===== src/rtl/scf_pkg.sv =====
// package: constants, phase type and checksum function for the serial command framer
`default_nettype none

package scf_pkg;

    localparam int FRAME_BYTES      = 10;
    localparam int RETRY_GAP_DEFAULT = 50;

    localparam logic [3:0] MAX_ATTEMPTS_RESET = 4'd3;

    // input modes
    localparam logic [1:0] MODE_CMD  = 2'd0;
    localparam logic [1:0] MODE_RX   = 2'd1;
    localparam logic [1:0] MODE_TICK = 2'd2;

    // frame bytes
    localparam logic [7:0] BYTE_START = 8'h7E;
    localparam logic [7:0] BYTE_VER   = 8'hFF;
    localparam logic [7:0] BYTE_LEN   = 8'h06;
    localparam logic [7:0] BYTE_END   = 8'hEF;

    // frame positions
    localparam logic [3:0] POS_CHK_LAST = 4'd8;
    localparam logic [3:0] POS_LAST     = 4'd9;

    typedef enum logic [1:0] {
        PH_IDLE = 2'd0,
        PH_WAIT = 2'd1,
        PH_GAP  = 2'd2
    } phase_t;

    // 16-bit two's complement negation of the sum of frame bytes 1 to 6
    function automatic logic [15:0] frame_check(
        input logic [7:0] b1,
        input logic [7:0] b2,
        input logic [7:0] b3,
        input logic [7:0] b4,
        input logic [7:0] b5,
        input logic [7:0] b6
    );
        logic [15:0] s;
        s = 16'(b1) + 16'(b2) + 16'(b3) + 16'(b4) + 16'(b5) + 16'(b6);
        return 16'd0 - s;
    endfunction

endpackage

`default_nettype wire


===== src/rtl/serial_command_framer_with_retry.sv =====
// top level: command framer with checksum, response check and retry
`default_nettype none

// Serial command framer. A command transfer (mode 0) while idle builds the
// ten byte frame 7E FF 06 cmd fb ph pl chkH chkL EF and sends it out as ten
// output transfers, one byte per cycle while out_ready is high. Without
// feedback the last byte carries done_res and success. With feedback the block
// then collects received bytes (mode 1) and counts millisecond ticks (mode 2);
// the response is checked when ten bytes are in or on timeout, and a failed
// attempt waits RETRY_GAP_TICKS ticks before the frame is resent, up to
// max_attempts frames. A transfer that gives no result leaves the input ready;
// one that gives a status result or sends a frame holds the input until that
// result or the last frame byte is taken, and the next transfer can be taken
// then. The user must write max_attempts through cfg_wr_en/cfg_wr_data only
// while the block is idle; the block itself does not enforce it.

module serial_command_framer_with_retry
    import scf_pkg::*;
#(
    parameter int RETRY_GAP_TICKS = RETRY_GAP_DEFAULT
)(
    input  wire logic        clk,
    input  wire logic        rst_n,
    // configuration
    input  wire logic        cfg_wr_en,
    input  wire logic [3:0]  cfg_wr_data,
    // input channel
    input  wire logic        in_valid,
    output logic             in_ready,
    input  wire logic [1:0]  mode,
    input  wire logic [7:0]  command,
    input  wire logic [15:0] parameter_req,
    input  wire logic        feedback,
    input  wire logic [11:0] timeout_ticks,
    input  wire logic [7:0]  rx_byte,
    // output channel
    output logic             out_valid,
    input  wire logic        out_ready,
    output logic [7:0]       tx_byte,
    output logic             tx_valid,
    output logic             last_in_run,
    output logic             done_res,
    output logic             success
);

    localparam logic [11:0] GAP_TICKS = 12'(RETRY_GAP_TICKS);

    // control state
    logic [3:0]  max_attempts_reg;
    phase_t      phase_reg, phase_next;
    logic [3:0]  rx_count_reg, rx_count_next;
    logic [3:0]  attempt_reg, attempt_next;
    logic [11:0] tick_reg, tick_next;
    logic [11:0] held_timeout_reg, held_timeout_next;
    logic        want_fb_reg, want_fb_next;

    // frame stores, no reset
    logic [7:0]  tx_frame_reg [FRAME_BYTES];
    logic [7:0]  rx_frame_reg [FRAME_BYTES];
    logic        tx_we;
    logic        rx_we;

    // result register and frame sequencer
    logic        out_valid_reg, out_valid_next;
    logic [7:0]  tx_byte_reg, tx_byte_next;
    logic        tx_valid_reg, tx_valid_next;
    logic        last_reg, last_next;
    logic        done_reg, done_next;
    logic        success_reg, success_next;
    logic        frame_fin_reg, frame_fin_next;
    logic [3:0]  idx_reg, idx_next;

    logic        in_fire;
    logic        out_fire;

    // response check
    logic [7:0]  rx_view [FRAME_BYTES];
    logic [3:0]  rx_count_inc;
    logic [3:0]  rx_n;
    logic [3:0]  rx_last_idx;
    logic [7:0]  rx_last_byte;
    logic [15:0] rx_chk;
    logic        resp_ok;

    // per-transfer decisions
    logic [11:0] tick_inc;
    logic        finish;
    logic        do_send;
    logic        send_fb;
    logic        status_res;
    logic        status_ok;
    logic [15:0] tx_chk;
    logic [3:0]  idx_inc;

    assign in_ready = !out_valid_reg || (out_ready && last_reg);
    assign in_fire  = in_valid && in_ready;
    assign out_fire = out_valid_reg && out_ready;

    assign out_valid   = out_valid_reg;
    assign tx_byte     = tx_byte_reg;
    assign tx_valid    = tx_valid_reg;
    assign last_in_run = last_reg;
    assign done_res    = done_reg;
    assign success     = success_reg;

    assign rx_we        = in_fire && (mode == MODE_RX) && (phase_reg == PH_WAIT);
    assign rx_count_inc = rx_count_reg + 4'd1;
    assign rx_n         = rx_we ? rx_count_inc : rx_count_reg;
    assign rx_last_idx  = rx_n - 4'd1;
    assign tick_inc     = tick_reg + 12'd1;
    assign idx_inc      = idx_reg + 4'd1;
    assign tx_chk       = frame_check(BYTE_VER, BYTE_LEN, command, {7'd0, feedback},
                                      parameter_req[15:8], parameter_req[7:0]);

    // received frame with the byte arriving in this cycle merged in
    always_comb
    begin
        for (int i = 0; i < FRAME_BYTES; i++)
        begin
            rx_view[i] = (rx_we && (rx_count_reg == 4'(i))) ? rx_byte : rx_frame_reg[i];
        end
    end

    always_comb
    begin
        rx_last_byte = 8'd0;
        for (int i = 0; i < FRAME_BYTES; i++)
        begin
            if (rx_last_idx == 4'(i))
            begin
                rx_last_byte = rx_view[i];
            end
        end
    end

    assign rx_chk  = frame_check(rx_view[1], rx_view[2], rx_view[3],
                                 rx_view[4], rx_view[5], rx_view[6]);

    // start and end bytes always, checksum only once it has arrived
    assign resp_ok = (rx_n != 4'd0) && (rx_view[0] == BYTE_START)
                     && (rx_last_byte == BYTE_END)
                     && ((rx_n <= POS_CHK_LAST) || ({rx_view[7], rx_view[8]} == rx_chk));

    // command, response and retry control
    always_comb
    begin
        phase_next        = phase_reg;
        rx_count_next     = rx_count_reg;
        attempt_next      = attempt_reg;
        tick_next         = tick_reg;
        held_timeout_next = held_timeout_reg;
        want_fb_next      = want_fb_reg;
        tx_we             = 1'b0;
        finish            = 1'b0;
        do_send           = 1'b0;
        send_fb           = want_fb_reg;
        status_res        = 1'b0;
        status_ok         = 1'b0;

        if (in_fire)
        begin
            unique case (mode)
                MODE_CMD:
                begin
                    if (phase_reg == PH_IDLE)
                    begin
                        want_fb_next      = feedback;
                        held_timeout_next = timeout_ticks;
                        tx_we             = 1'b1;
                        attempt_next      = 4'd0;
                        send_fb           = feedback;
                        if (max_attempts_reg == 4'd0)
                        begin
                            status_res = 1'b1;
                        end
                        else
                        begin
                            do_send = 1'b1;
                        end
                    end
                end
                MODE_RX:
                begin
                    if (phase_reg == PH_WAIT)
                    begin
                        rx_count_next = rx_count_inc;
                        if (rx_count_inc == 4'(FRAME_BYTES))
                        begin
                            finish = 1'b1;
                        end
                    end
                end
                MODE_TICK:
                begin
                    if (phase_reg == PH_WAIT)
                    begin
                        tick_next = tick_inc;
                        if ((tick_inc >= held_timeout_reg) || (held_timeout_reg == 12'd0))
                        begin
                            finish = 1'b1;
                        end
                    end
                    else if (phase_reg == PH_GAP)
                    begin
                        tick_next = tick_inc;
                        if (tick_inc >= GAP_TICKS)
                        begin
                            if (attempt_reg >= max_attempts_reg)
                            begin
                                phase_next = PH_IDLE;
                                status_res = 1'b1;
                            end
                            else
                            begin
                                do_send = 1'b1;
                            end
                        end
                    end
                end
                default:
                begin
                    // unused mode, ignored
                end
            endcase

            // response complete or timed out
            if (finish)
            begin
                if (resp_ok)
                begin
                    phase_next = PH_IDLE;
                    status_res = 1'b1;
                    status_ok  = 1'b1;
                end
                else
                begin
                    phase_next = PH_GAP;
                    tick_next  = 12'd0;
                end
            end

            if (do_send)
            begin
                attempt_next = ((mode == MODE_CMD) ? 4'd0 : attempt_reg) + 4'd1;
                if (send_fb)
                begin
                    phase_next    = PH_WAIT;
                    rx_count_next = 4'd0;
                    tick_next     = 12'd0;
                end
                else
                begin
                    phase_next = PH_IDLE;
                end
            end
        end
    end

    // result register: status result, frame start or frame advance
    always_comb
    begin
        out_valid_next = out_valid_reg;
        tx_byte_next   = tx_byte_reg;
        tx_valid_next  = tx_valid_reg;
        last_next      = last_reg;
        done_next      = done_reg;
        success_next   = success_reg;
        frame_fin_next = frame_fin_reg;
        idx_next       = idx_reg;

        if (in_fire && do_send)
        begin
            out_valid_next = 1'b1;
            tx_byte_next   = BYTE_START;
            tx_valid_next  = 1'b1;
            last_next      = 1'b0;
            done_next      = 1'b0;
            success_next   = 1'b0;
            frame_fin_next = !send_fb;
            idx_next       = 4'd0;
        end
        else if (in_fire && status_res)
        begin
            out_valid_next = 1'b1;
            tx_byte_next   = 8'd0;
            tx_valid_next  = 1'b0;
            last_next      = 1'b1;
            done_next      = 1'b1;
            success_next   = status_ok;
        end
        else if (out_fire)
        begin
            if (last_reg)
            begin
                out_valid_next = 1'b0;
            end
            else
            begin
                // next frame byte, done flags only on the final byte
                idx_next      = idx_inc;
                tx_byte_next  = tx_frame_reg[idx_inc];
                last_next     = (idx_inc == POS_LAST);
                done_next     = (idx_inc == POS_LAST) && frame_fin_reg;
                success_next  = (idx_inc == POS_LAST) && frame_fin_reg;
            end
        end
    end

    always_ff @(posedge clk or negedge rst_n)
    begin
        if (!rst_n)
        begin
            max_attempts_reg <= MAX_ATTEMPTS_RESET;
            phase_reg        <= PH_IDLE;
            rx_count_reg     <= 4'd0;
            attempt_reg      <= 4'd0;
            tick_reg         <= 12'd0;
            held_timeout_reg <= 12'd0;
            want_fb_reg      <= 1'b0;
            out_valid_reg    <= 1'b0;
            idx_reg          <= 4'd0;
        end
        else
        begin
            if (cfg_wr_en)
            begin
                max_attempts_reg <= cfg_wr_data;
            end
            phase_reg        <= phase_next;
            rx_count_reg     <= rx_count_next;
            attempt_reg      <= attempt_next;
            tick_reg         <= tick_next;
            held_timeout_reg <= held_timeout_next;
            want_fb_reg      <= want_fb_next;
            out_valid_reg    <= out_valid_next;
            idx_reg          <= idx_next;
        end
    end

    // payload registers
    always_ff @(posedge clk)
    begin
        tx_byte_reg   <= tx_byte_next;
        tx_valid_reg  <= tx_valid_next;
        last_reg      <= last_next;
        done_reg      <= done_next;
        success_reg   <= success_next;
        frame_fin_reg <= frame_fin_next;
    end

    // frame stores
    always_ff @(posedge clk)
    begin
        if (tx_we)
        begin
            tx_frame_reg[0] <= BYTE_START;
            tx_frame_reg[1] <= BYTE_VER;
            tx_frame_reg[2] <= BYTE_LEN;
            tx_frame_reg[3] <= command;
            tx_frame_reg[4] <= {7'd0, feedback};
            tx_frame_reg[5] <= parameter_req[15:8];
            tx_frame_reg[6] <= parameter_req[7:0];
            tx_frame_reg[7] <= tx_chk[15:8];
            tx_frame_reg[8] <= tx_chk[7:0];
            tx_frame_reg[9] <= BYTE_END;
        end
        if (rx_we)
        begin
            rx_frame_reg[rx_count_reg] <= rx_byte;
        end
    end

endmodule

`default_nettype wire


===== config.mk =====
export PLATFORM = sky130hd
export DESIGN_NAME = serial_command_framer_with_retry
export DESIGN_NICKNAME = d
export VERILOG_FILES = /design/src/rtl/scf_pkg.sv /design/src/rtl/serial_command_framer_with_retry.sv
export SDC_FILE = /design/constraint.sdc
export NUM_CORES = 1
export LEC_CHECK = 0
export ABC_AREA = 0
export BUFFER_PORTS_ARGS = -buffer_cell sky130_fd_sc_hd__buf_2
export CAP_MARGIN = 20
export CORE_UTILIZATION = 35
export CTS_BUF_LIST = sky130_fd_sc_hd__clkbuf_8
export CTS_CLUSTER_DIAMETER = 50
export DETAILED_ROUTE_END_ITERATION = 6
export GPL_TIMING_DRIVEN = 0
export SLEW_MARGIN = 20
export SYNTH_ARGS = -nofsm -noshare
export SYNTH_HDL_FRONTEND = slang
export SYNTH_SLANG_ARGS = --single-unit

===== constraint.sdc =====
create_clock -name clk -period 13.5 [get_ports clk]
set_input_delay 2.7 -clock clk [delete_from_list [all_inputs] [get_ports clk]]
set_output_delay 2.7 -clock clk [all_outputs]
set_load 0.02 [all_outputs]

==> impl_metrics.env, run 1 <==
export IMPL_core_mm2=0.0327
export IMPL_synth_sequential_area_ratio_pct=41.5
export IMPL_drv_slew=0
export IMPL_setup_worst_path_end_class="register"
export IMPL_syn_num_nets=1320
export IMPL_number_of_storage_elements_in_the_synthesis_netlist=173
export IMPL_clockRootBuffer="sky130_fd_sc_hd__clkbuf_8"
export IMPL_number_of_placed_i_o_pins=70
export IMPL_i_o_buffers=69
export IMPL_cts_sinks=173
export IMPL_setup_worst_path_start_class="primary input"
export IMPL_drt_pre_antenna_iters=5
export IMPL_dr_first_iter_drc_count=751
export IMPL_powerDensity_mw_per_mm2=130
export IMPL_worst_ep_required_time_ns=13.86
export IMPL_cts_tree="yes"
export IMPL_antenna_found_initial=1
export IMPL_ys_warnings_count=0
export IMPL_timing_reg2reg_setup_slack_ns=5.67
export IMPL_largest_register_ff_count=80
export IMPL_syn2layout_area_growth_pct=11.1
export IMPL_grt_pass1_wl_um=51600
export IMPL_core_rowCount=66
export IMPL_post_cts_resized=0
export IMPL_cts_inserted_buffers=17
export IMPL_final_antenna_net_count=0
export IMPL_power_leakage_uw=0.00544
export IMPL_count_of_mapped_cells_out_of_synthesis=1159
export IMPL_wire_per_inst_um=19.4
export IMPL_worstReg2RegStart="out_valid"
export IMPL_detailroute_via_count=9205
export IMPL_setup_tns_ns=0
export IMPL_synth_main_ff_cell="sky130_fd_sc_hd__edfxtp_1"
export IMPL_start_util_pct=35.8
export IMPL_setup_ws_ns=3.62
export IMPL_grt_pass1_vias=8964
export IMPL_synth_largest_area_cell="sky130_fd_sc_hd__edfxtp_1"
export IMPL_fin_skew_ns=0.0219
export IMPL_worstRegToRegCells=24
export IMPL_layout_nets=1410
export IMPL_place_hpwl_um=25000
export IMPL_grt_setup_unrepaired="false"
export IMPL_yosysTopAreaCellShare_pct=30.0
export IMPL_min_period_over_period_pct=73.2
export IMPL_drcViolationCount=0
export IMPL_synth_distinct_cells=81
export IMPL_status="complete, no violations"
export IMPL_cp_arrival_ns=10.24
export IMPL_average_vias_per_placed_instance=5.40
export IMPL_grt_overflow_total=0
export IMPL_timing_max_slew_rel_slack_pct=21.3
export IMPL_min_delay_worst_endpoint="tx_valid"
export IMPL_fmaxAchievable_mhz=101
export IMPL_min_path_cells=2
export IMPL_cts_buffer_depth=2
export IMPL_worstSkewPairLatency_ns=0.50
export IMPL_route_final_wire_length_um=33000
export IMPL_rr_endpoint="tx_byte[4]"
export IMPL_yosys_top_cells_area="sky130_fd_sc_hd__edfxtp_1 (30%), sky130_fd_sc_hd__dfrtp_1 (9.0%), sky130_fd_sc_hd__ha_1 (6.9%)"
export IMPL_maxCapViolCount=0
export IMPL_post_synth_instance_area_mm2=0.0117
export IMPL_drive_above_1_share_pct=12.5
export IMPL_synth_edf_count=117
export IMPL_place_worst_setup_slack_ns=3.25
export IMPL_holdCritStartpoint="tx_valid"
export IMPL_timing_final_setup_violations=0
export IMPL_final_hold_viol_count=0
export IMPL_h_tree_depth=4
export IMPL_vdd_ir_drop_max_mv=0.0829
export IMPL_chipWidth_um=185
export IMPL_cts_hold_buf=0
export IMPL_finalCriticalPeriod_ns=9.88
export IMPL_grt_util_all_layers_pct=20.3
export IMPL_gpl_final_weighted_congestion=0.932
export IMPL_clkTransAtPathRegs_ns=0.10
export IMPL_postCtsSetupRepairBufs=0
export IMPL_timing_worst_setup_path_type="primary input to register"
export IMPL_floorplan_die_area_mm2=0.0342
export IMPL_postSynth_asyncResetShare_pct=25.4
export IMPL_tightestPinTransition_ns=1.17
export IMPL_syn_avg_cell_area_um2=10.1
export IMPL_cp_max_fo=10
export IMPL_maximum_number_of_pins_on_one_net_before_global_route_repair=45
export IMPL_min_delay_path_class="register to register"
export IMPL_die_y_um=185
==> layout by cell type (no fill, tap or decap), drive strengths merged, types with 28 or more instances in the layout <==
cell type	Yosys	final
dfrtp	42	42
fa	40	40
xnor2	28	28
o21ai	86	86
nor2	55	55
nand3	30	30
edfxtp	117	117
ha	65	65
inv	120	127
a21oi	47	47
clkbuf	44	62
buf	10	81
nand2	98	98
mux2i	34	34
==> metal layers <==
metal / global-route usage (%) / vias up / wire length (µm)
li1: - / 4396 / -
met1: 27.6 / 4445 / 15200
met2: 32.1 / 320 / 15000
met3: 4.11 / 44 / 2090
met4: 6.55 / 0 / 692
met5: 0 / - / 0
==> cell type report <==
type | count | area (µm²)
multi-input cells | 810 | 6170
well taps | 442 | 553
diodes | 1 | 2.50
clock inverters | 14 | 109
clock buffers | 18 | 248
inverters | 122 | 458
plain buffers | 54 | 223
fillers | 3328 | 19700
flip-flops and latches | 173 | 4860
repair buffers | 71 | 375
==> cells in the mapped netlist (all sizes together) (30+ instances only) <==
| library cell | n |
|---|---|
| inv | 120 |
| mux2i | 34 |
| a21oi | 47 |
| dfrtp | 42 |
| fa | 40 |
| ha | 65 |
| clkbuf | 44 |
| o21ai | 86 |
| nand2 | 98 |
| edfxtp | 117 |
| nand3 | 30 |
| nor2 | 55 |
==> worst max path at each step <==
stage / from / endpoint / slack, ns / depth (start not counted)
floorplan: mode[1] / tick_reg[10] / 4.61 / 27
global placement: mode[1] / tx_byte[5] / 3.24 / 28
detailed placement: mode[1] / tx_byte[4] / 3.25 / 28
CTS: mode[1] / tx_byte[4] / 3.76 / 28
global route: mode[1] / tx_byte[4] / 3.03 / 27
finish: mode[1] / tx_byte[4] / 3.62 / 27
==> logic make-up after synthesis <==
logic type	share of synthesized area [%]
buffers and inverters	5.81
XOR/XNOR	3.22
flip-flops	41.5
AO/OA/AOI/OAI	16.6
adder cells (fa/ha/maj)	13.8
AND/OR/NAND/NOR	13.6
multiplexers	5.44
==> report_power, final <==
part / leakage (µW) / internal, µW / switching (µW)
clock: 0.000187 / 135 / 207
sequential: 0.00171 / 638 / 48.7
combinational: 0.00354 / 243 / 423
total: 0.00544 / 1020 / 679
==> per-stage QoR <==
stage	hold WS (ns)	utilization (%)	cells	total power, µW	area (µm²)
finish	0.442	39.7	1705	1700	13000
global route	0.479	39.7	1704	1810	13000
CTS	0.447	39.7	1704	1700	13000
detailed placement	0.434	38.6	1672	1360	12600
global placement	0.433	38.5	1670	1350	12600
floorplan	0.477	-	1159	1150	11700
==> worst max-delay path, cell delays in order <==
cell	delay (ns)
sky130_fd_sc_hd__buf_2	0.11
sky130_fd_sc_hd__inv_1	0.07
sky130_fd_sc_hd__ha_1	0.19
sky130_fd_sc_hd__and4b_1	0.19
sky130_fd_sc_hd__buf_2	0.17
sky130_fd_sc_hd__buf_2	0.23
sky130_fd_sc_hd__nand4_1	0.56
sky130_fd_sc_hd__clkbuf_1	0.42
sky130_fd_sc_hd__mux2_2	0.36
sky130_fd_sc_hd__fa_1	0.56
sky130_fd_sc_hd__fa_1	0.44
sky130_fd_sc_hd__fa_1	0.54
sky130_fd_sc_hd__inv_1	0.05
sky130_fd_sc_hd__fa_1	0.48
sky130_fd_sc_hd__ha_1	0.24
sky130_fd_sc_hd__a21oi_1	0.24
sky130_fd_sc_hd__o21ai_0	0.22
sky130_fd_sc_hd__o21ai_0	0.25
sky130_fd_sc_hd__nor2b_1	0.22
sky130_fd_sc_hd__xnor2_1	0.14
sky130_fd_sc_hd__nand2_1	0.08
sky130_fd_sc_hd__a2111oi_0	0.78
sky130_fd_sc_hd__a41o_1	0.34
sky130_fd_sc_hd__a41oi_1	0.19
sky130_fd_sc_hd__buf_2	0.26
sky130_fd_sc_hd__nand3_1	0.10
sky130_fd_sc_hd__o211ai_1	0.09
Power figures use the tool's default switching activity.
==> inputs of run 2 (changes only) <==
Settings changed: ABC_AREA 0 to 1.
Clock period 13.5 ns to 9.2 ns, I/O delays scaled along.
==> run 2 against run 1 <==
Synthesized cell count up 5.8%; sequential power up 50%; via count down 6.9%; die area down 5.0%; count of clock-buffer cells in the layout down 1; clock power up 62%; first-iteration DRC count down 16%; routed wire length down 14%; sequential share of layout area up 1.8 points.
==> impl_metrics.env, run 2 <==
export IMPL_grt_overflow_total=0
export IMPL_route_final_wire_length_um=28300
export IMPL_grt_pass1_vias=8420
export IMPL_min_delay_path_class="register to register"
export IMPL_cp_arrival_ns=8.42
export IMPL_globalRouteMet3Util_pct=3.07
export IMPL_synth_distinct_cells=52
export IMPL_place_hpwl_um=21600
export IMPL_cts_sinks=173
export IMPL_power_total_uw=2570
export IMPL_finalCriticalPeriod_ns=8.07
export IMPL_timing_max_slew_rel_slack_pct=36.7
export IMPL_status="complete, no violations"
export IMPL_syn2layout_area_growth_pct=11.6
export IMPL_library_cell_with_the_highest_instance_count_after_synthesis="sky130_fd_sc_hd__nand2_1"
export IMPL_clkTransAtPathRegs_ns=0.10
export IMPL_critical_path_cell_with_the_highest_stage_delay="sky130_fd_sc_hd__fa_1"
export IMPL_min_period_over_period_pct=87.7
export IMPL_die_y_um=180
export IMPL_core_mm2=0.0309
export IMPL_powerDensity_mw_per_mm2=207
export IMPL_chipWidth_um=180
export IMPL_cp_slowest_stage_delay_ns=0.54
export IMPL_yosysTopAreaCellShare_pct=31.6
export IMPL_netlist_top_cells_count="sky130_fd_sc_hd__nand2_1 (242), sky130_fd_sc_hd__inv_1 (206), sky130_fd_sc_hd__edfxtp_1 (117), sky130_fd_sc_hd__o21ai_0 (109), sky130_fd_sc_hd__nor2_1 (72)"
export IMPL_drv_slew=0
export IMPL_dp_cells=1693
export IMPL_grt_met2_usage_pct=28.9
export IMPL_grt_pass1_wl_um=44900
export IMPL_grt_util_all_layers_pct=17.8
export IMPL_busiest_layer="met2"
export IMPL_floorplan_die_area_mm2=0.0325
export IMPL_stdcell_count=1725
export IMPL_fmaxAchievable_mhz=124
export IMPL_start_util_pct=36.0
export IMPL_wire_per_inst_um=16.4
export IMPL_gpl_final_weighted_congestion=0.919
export IMPL_number_of_storage_elements_in_the_synthesis_netlist=173
export IMPL_ys_warnings_count=0
export IMPL_cts_hold_buf=0
export IMPL_drive_above_1_share_pct=12.9
export IMPL_cts_buffer_depth=2
export IMPL_post_synth_instance_area_mm2=0.0111
export IMPL_tightestPinTransition_ns=0.943
export IMPL_average_vias_per_placed_instance=4.97
export IMPL_cts_inserted_buffers=17
export IMPL_grt_setup_unrepaired="false"
export IMPL_post_cts_resized=0
export IMPL_worstSkewPairLatency_ns=0.48
export IMPL_synth_largest_area_cell="sky130_fd_sc_hd__edfxtp_1"
export IMPL_final_hold_viol_count=0
export IMPL_timing_final_setup_violations=0
export IMPL_synth_edf_count=117
export IMPL_syn_avg_cell_area_um2=9.06
export IMPL_h_tree_depth=4
export IMPL_postCtsSetupRepairBufs=0
export IMPL_number_of_placed_i_o_pins=70
export IMPL_core_rowCount=64
export IMPL_antenna_cells=0
export IMPL_antenna_found_initial=0
export IMPL_dr_first_iter_drc_count=630
export IMPL_maxCapViolCount=0
export IMPL_syn_num_nets=1387
export IMPL_fin_skew_ns=0.0176
export IMPL_final_antenna_net_count=0
export IMPL_fill_cell_count=3084
export IMPL_final_common_cell="sky130_fd_sc_hd__nand2_1"
export IMPL_met1_usage_pct=23.6
export IMPL_worst_ep_required_time_ns=9.55
export IMPL_synth_main_ff_cell="sky130_fd_sc_hd__edfxtp_1"
export IMPL_yosys_top_cells_area="sky130_fd_sc_hd__edfxtp_1 (32%), sky130_fd_sc_hd__dfrtp_1 (9.5%), sky130_fd_sc_hd__nand2_1 (8.2%)"
export IMPL_count_of_mapped_cells_out_of_synthesis=1226
export IMPL_drt_pre_antenna_iters=5
export IMPL_vdd_ir_drop_max_mv=0.173
export IMPL_postSynth_asyncResetShare_pct=25.4
export IMPL_power_leakage_uw=0.00563
export IMPL_drcViolationCount=0
export IMPL_timing_worst_setup_path_type="primary input to register"
export IMPL_setup_worst_path_start_class="primary input"
export IMPL_setup_tns_ns=0
export IMPL_synth_sequential_area_ratio_pct=43.7
export IMPL_cts_tree="yes"
export IMPL_i_o_buffers=69
export IMPL_critical_path_top_cell_by_count="sky130_fd_sc_hd__fa_1"
export IMPL_maximum_number_of_pins_on_one_net_before_global_route_repair=45
export IMPL_clockRootBuffer="sky130_fd_sc_hd__clkbuf_8"
export IMPL_layout_nets=1477
export IMPL_layout_common_cells="sky130_fd_sc_hd__nand2_1 (242), sky130_fd_sc_hd__inv_1 (206), sky130_fd_sc_hd__edfxtp_1 (117)"
export IMPL_detailroute_via_count=8570
export IMPL_cp_max_fo=17
export IMPL_setup_worst_path_end_class="register"
export IMPL_largest_register_ff_count=80
[run 2: stage by stage]
step	setup slack, ns	hold WS (ns)	utilization, %	cell area, µm²
final	1.13	0.508	40.1	12400
after global routing	0.717	0.523	40.1	12400
after CTS	1.17	0.505	40.1	12400
after detailed placement	0.670	0.485	38.8	12000
after global placement	0.796	0.476	38.7	12000
after floorplan	1.79	0.465	-	11100
[run 2: cells by family after synthesis]
kind of cell / count (synthesis) / share of synthesized area (%)
fa+ha+maj: 105 / 14.5
simple gates: 440 / 17.8
mux: 1 / 0.101
buf+inv: 247 / 8.92
compound gates: 218 / 11.7
flops: 173 / 43.7
xor+xnor: 42 / 3.31
[run 2: path summary, 6_finish.rpt]
path	startpoint	endpoint	slack [ns]	cells after the start
min reg2reg	tx_valid	tx_valid	0.51	2
min	tx_valid	tx_valid	0.51	2
max reg2reg	last_in_run	tx_byte[6]	2.28	33
min in group asynchronous	rst_n	held_timeout_reg[8]	1.35	1
max	mode[1]	tx_byte[6]	1.13	34
max in group asynchronous	rst_n	rx_count_reg[3]	7.45	1
[run 2: worst max-delay path: cells and delay by family]
kind                     cells  cell delay (ns)
buffers and inverters        9             1.24
AO/OA/AOI/OAI                5             1.09
adder cells (fa/ha/maj)      7             2.72
XOR/XNOR                     2             0.33
AND/OR/NAND/NOR             11             1.19
[run 2: where the power goes]
| group | switching [µW] | internal [µW] |
|---|---|---|
| logic | 647 | 335 |
| registers | 86.6 | 948 |
| clock network | 325 | 229 |
| total | 1060 | 1510 |
[run 2: metal layers]
metal	wire (µm)	vias up	share of wire [%]
li1	-	4237	-
met1	12900	4025	46
met2	13000	258	46
met3	1570	50	5.5
met4	834	0	2.9
met5	0	-	0
[run 2: area by class of cell]
type | instances | area [µm²] | share of cell area [%]
Tap cell | 396 | 495 | 4.00
Sequential cell | 173 | 4860 | 39.2
Inverter | 221 | 831 | 6.70
Timing Repair Buffer | 71 | 373 | 3.01
Clock buffer | 17 | 234 | 1.89
Clock inverter | 15 | 174 | 1.40
Buffer | 26 | 161 | 1.30
Multi-Input combinational cell | 806 | 5270 | 42.5
==> inputs of run 3 (changes only) <==
Settings changed: CORE_MARGIN set to 4, PLACE_DENSITY set to 0.5.
==> run 3 against run 2 <==
Via count shrank 1.6%; power grew 0.29%; hold slack lost 0.0039 ns; clock skew grew 0.0074 ns.
==> impl_metrics.env, run 3 (synthesis gave the netlist of run 2 again) <==
export IMPL_status="complete, no violations"
export IMPL_final_antenna_net_count=0
export IMPL_start_util_pct=35.9
export IMPL_drv_slew=0
export IMPL_postCtsSetupRepairBufs=0
export IMPL_timing_final_setup_violations=0
export IMPL_antenna_cells=0
export IMPL_antenna_found_initial=0
export IMPL_power_leakage_uw=0.00562
export IMPL_dr_first_iter_drc_count=655
export IMPL_maximum_number_of_pins_on_one_net_before_global_route_repair=45
export IMPL_die_y_um=186
export IMPL_vdd_ir_drop_max_mv=0.114
export IMPL_timing_max_slew_rel_slack_pct=37.0
export IMPL_cp_slowest_stage_delay_ns=0.54
export IMPL_grt_pass1_wl_um=46500
export IMPL_floorplan_die_area_mm2=0.0347
export IMPL_drcViolationCount=0
export IMPL_min_delay_path_class="register to register"
export IMPL_min_path_cells=2
export IMPL_largest_register_ff_count=80
export IMPL_detailroute_via_count=8432
export IMPL_syn2layout_area_growth_pct=11.6
export IMPL_worstRegToRegCells=32
export IMPL_layout_common_cells="sky130_fd_sc_hd__nand2_1 (242), sky130_fd_sc_hd__inv_1 (206), sky130_fd_sc_hd__edfxtp_1 (117)"
export IMPL_grt_overflow_total=0
export IMPL_grt_setup_unrepaired="false"
export IMPL_cts_sinks=173
export IMPL_core_rowCount=64
export IMPL_min_delay_worst_endpoint="tx_byte[5]"
export IMPL_post_cts_resized=0
export IMPL_setup_worst_path_start_class="primary input"
export IMPL_timing_worst_setup_path_type="primary input to register"
export IMPL_worst_ep_required_time_ns=9.56
export IMPL_h_tree_depth=4
export IMPL_number_of_placed_i_o_pins=70
export IMPL_final_hold_viol_count=0
export IMPL_fin_skew_ns=0.0250
export IMPL_timing_reg2reg_setup_slack_ns=2.37
export IMPL_powerDensity_mw_per_mm2=208
export IMPL_route_final_wire_length_um=29800
export IMPL_tightestPinTransition_ns=0.938
export IMPL_final_common_cell="sky130_fd_sc_hd__nand2_1"
export IMPL_layout_nets=1477
export IMPL_place_hpwl_um=22600
export IMPL_worstSkewPairLatency_ns=0.49
export IMPL_setup_worst_path_end_class="register"
export IMPL_holdCritStartpoint="tx_frame_reg[8][5]"
export IMPL_cp_arrival_ns=8.36
export IMPL_gpl_final_weighted_congestion=0.922
export IMPL_critical_path_top_cell_by_count="sky130_fd_sc_hd__fa_1"
export IMPL_average_vias_per_placed_instance=4.89
export IMPL_clkTransAtPathRegs_ns=0.10
export IMPL_core_mm2=0.0310
export IMPL_grt_pass1_vias=8396
export IMPL_cts_tree="yes"
export IMPL_min_period_over_period_pct=87.0
export IMPL_i_o_buffers=69
export IMPL_fill_cell_count=3102
export IMPL_cp_max_fo=17
export IMPL_drt_pre_antenna_iters=5
export IMPL_drive_above_1_share_pct=12.9
export IMPL_chipWidth_um=186
export IMPL_clockRootBuffer="sky130_fd_sc_hd__clkbuf_8"
export IMPL_setup_tns_ns=0
export IMPL_maxCapViolCount=0
export IMPL_worstReg2RegStart="out_valid"
export IMPL_grt_util_all_layers_pct=17.6
export IMPL_cts_hold_buf=0
export IMPL_finalCriticalPeriod_ns=8.00
export IMPL_cts_buffer_depth=2
export IMPL_wire_per_inst_um=17.2
export IMPL_place_worst_setup_slack_ns=0.686
export IMPL_fmaxAchievable_mhz=125
export IMPL_rr_endpoint="tx_byte[1]"
export IMPL_setup_ws_ns=1.20
export IMPL_critical_path_cell_with_the_highest_stage_delay="sky130_fd_sc_hd__fa_1"
export IMPL_cts_inserted_buffers=17
==> run 3: metal layers <==
layer  global-route usage [%]  up-vias  routed length [µm]
li1                         -     4249                   -
met1                     24.8     3975               14500
met2                     28.0      172               13500
met3                     2.88       36                1060
met4                     5.60        0                 667
met5                        0        -                   0
==> run 3: final cells by class <==
type | instances | area [µm²] | share of cell area, %
plain buffers | 26 | 161 | 1.30
clock buffers | 17 | 234 | 1.89
clock inverters | 15 | 180 | 1.45
inverters | 221 | 831 | 6.70
multi-input cells | 806 | 5270 | 42.5
flip-flops and latches | 173 | 4860 | 39.2
well taps | 396 | 495 | 3.99
repair buffers | 71 | 373 | 3.01
==> run 3: worst max path at each step <==
| stage | from | end | slack (ns) |
|---|---|---|---|
| after floorplan | mode[1] | tx_byte[2] | 1.79 |
| after global placement | mode[1] | tx_byte[5] | 0.75 |
| after detailed placement | mode[1] | tx_byte[1] | 0.69 |
| after CTS | mode[1] | tx_byte[5] | 1.21 |
| after global routing | mode[1] | tx_byte[2] | 0.69 |
| final | mode[1] | tx_byte[1] | 1.20 |
==> run 3: through the flow <==
stage	std cells	cell area, µm²	hold WS (ns)	total power (µW)	utilization, %
floorplan	1226	11100	0.465	1740	-
global placement	1691	12000	0.478	2030	38.6
detailed placement	1693	12000	0.485	2030	38.7
CTS	1725	12400	0.508	2600	40.0
global route	1725	12400	0.533	2770	40.0
finish	1725	12400	0.504	2580	40.0
==> run 3: power by group <==
part	switching (µW)	internal, µW
registers	86.2	948
logic	654	337
clock network	324	229
==> run 3: worst max-delay path: cells and delay by family <==
kind	cells	cell delay (ns)
fa+ha+maj	7	2.73
simple gates	11	1.22
buf+inv	9	1.19
compound gates	5	1.05
xor+xnor	2	0.30
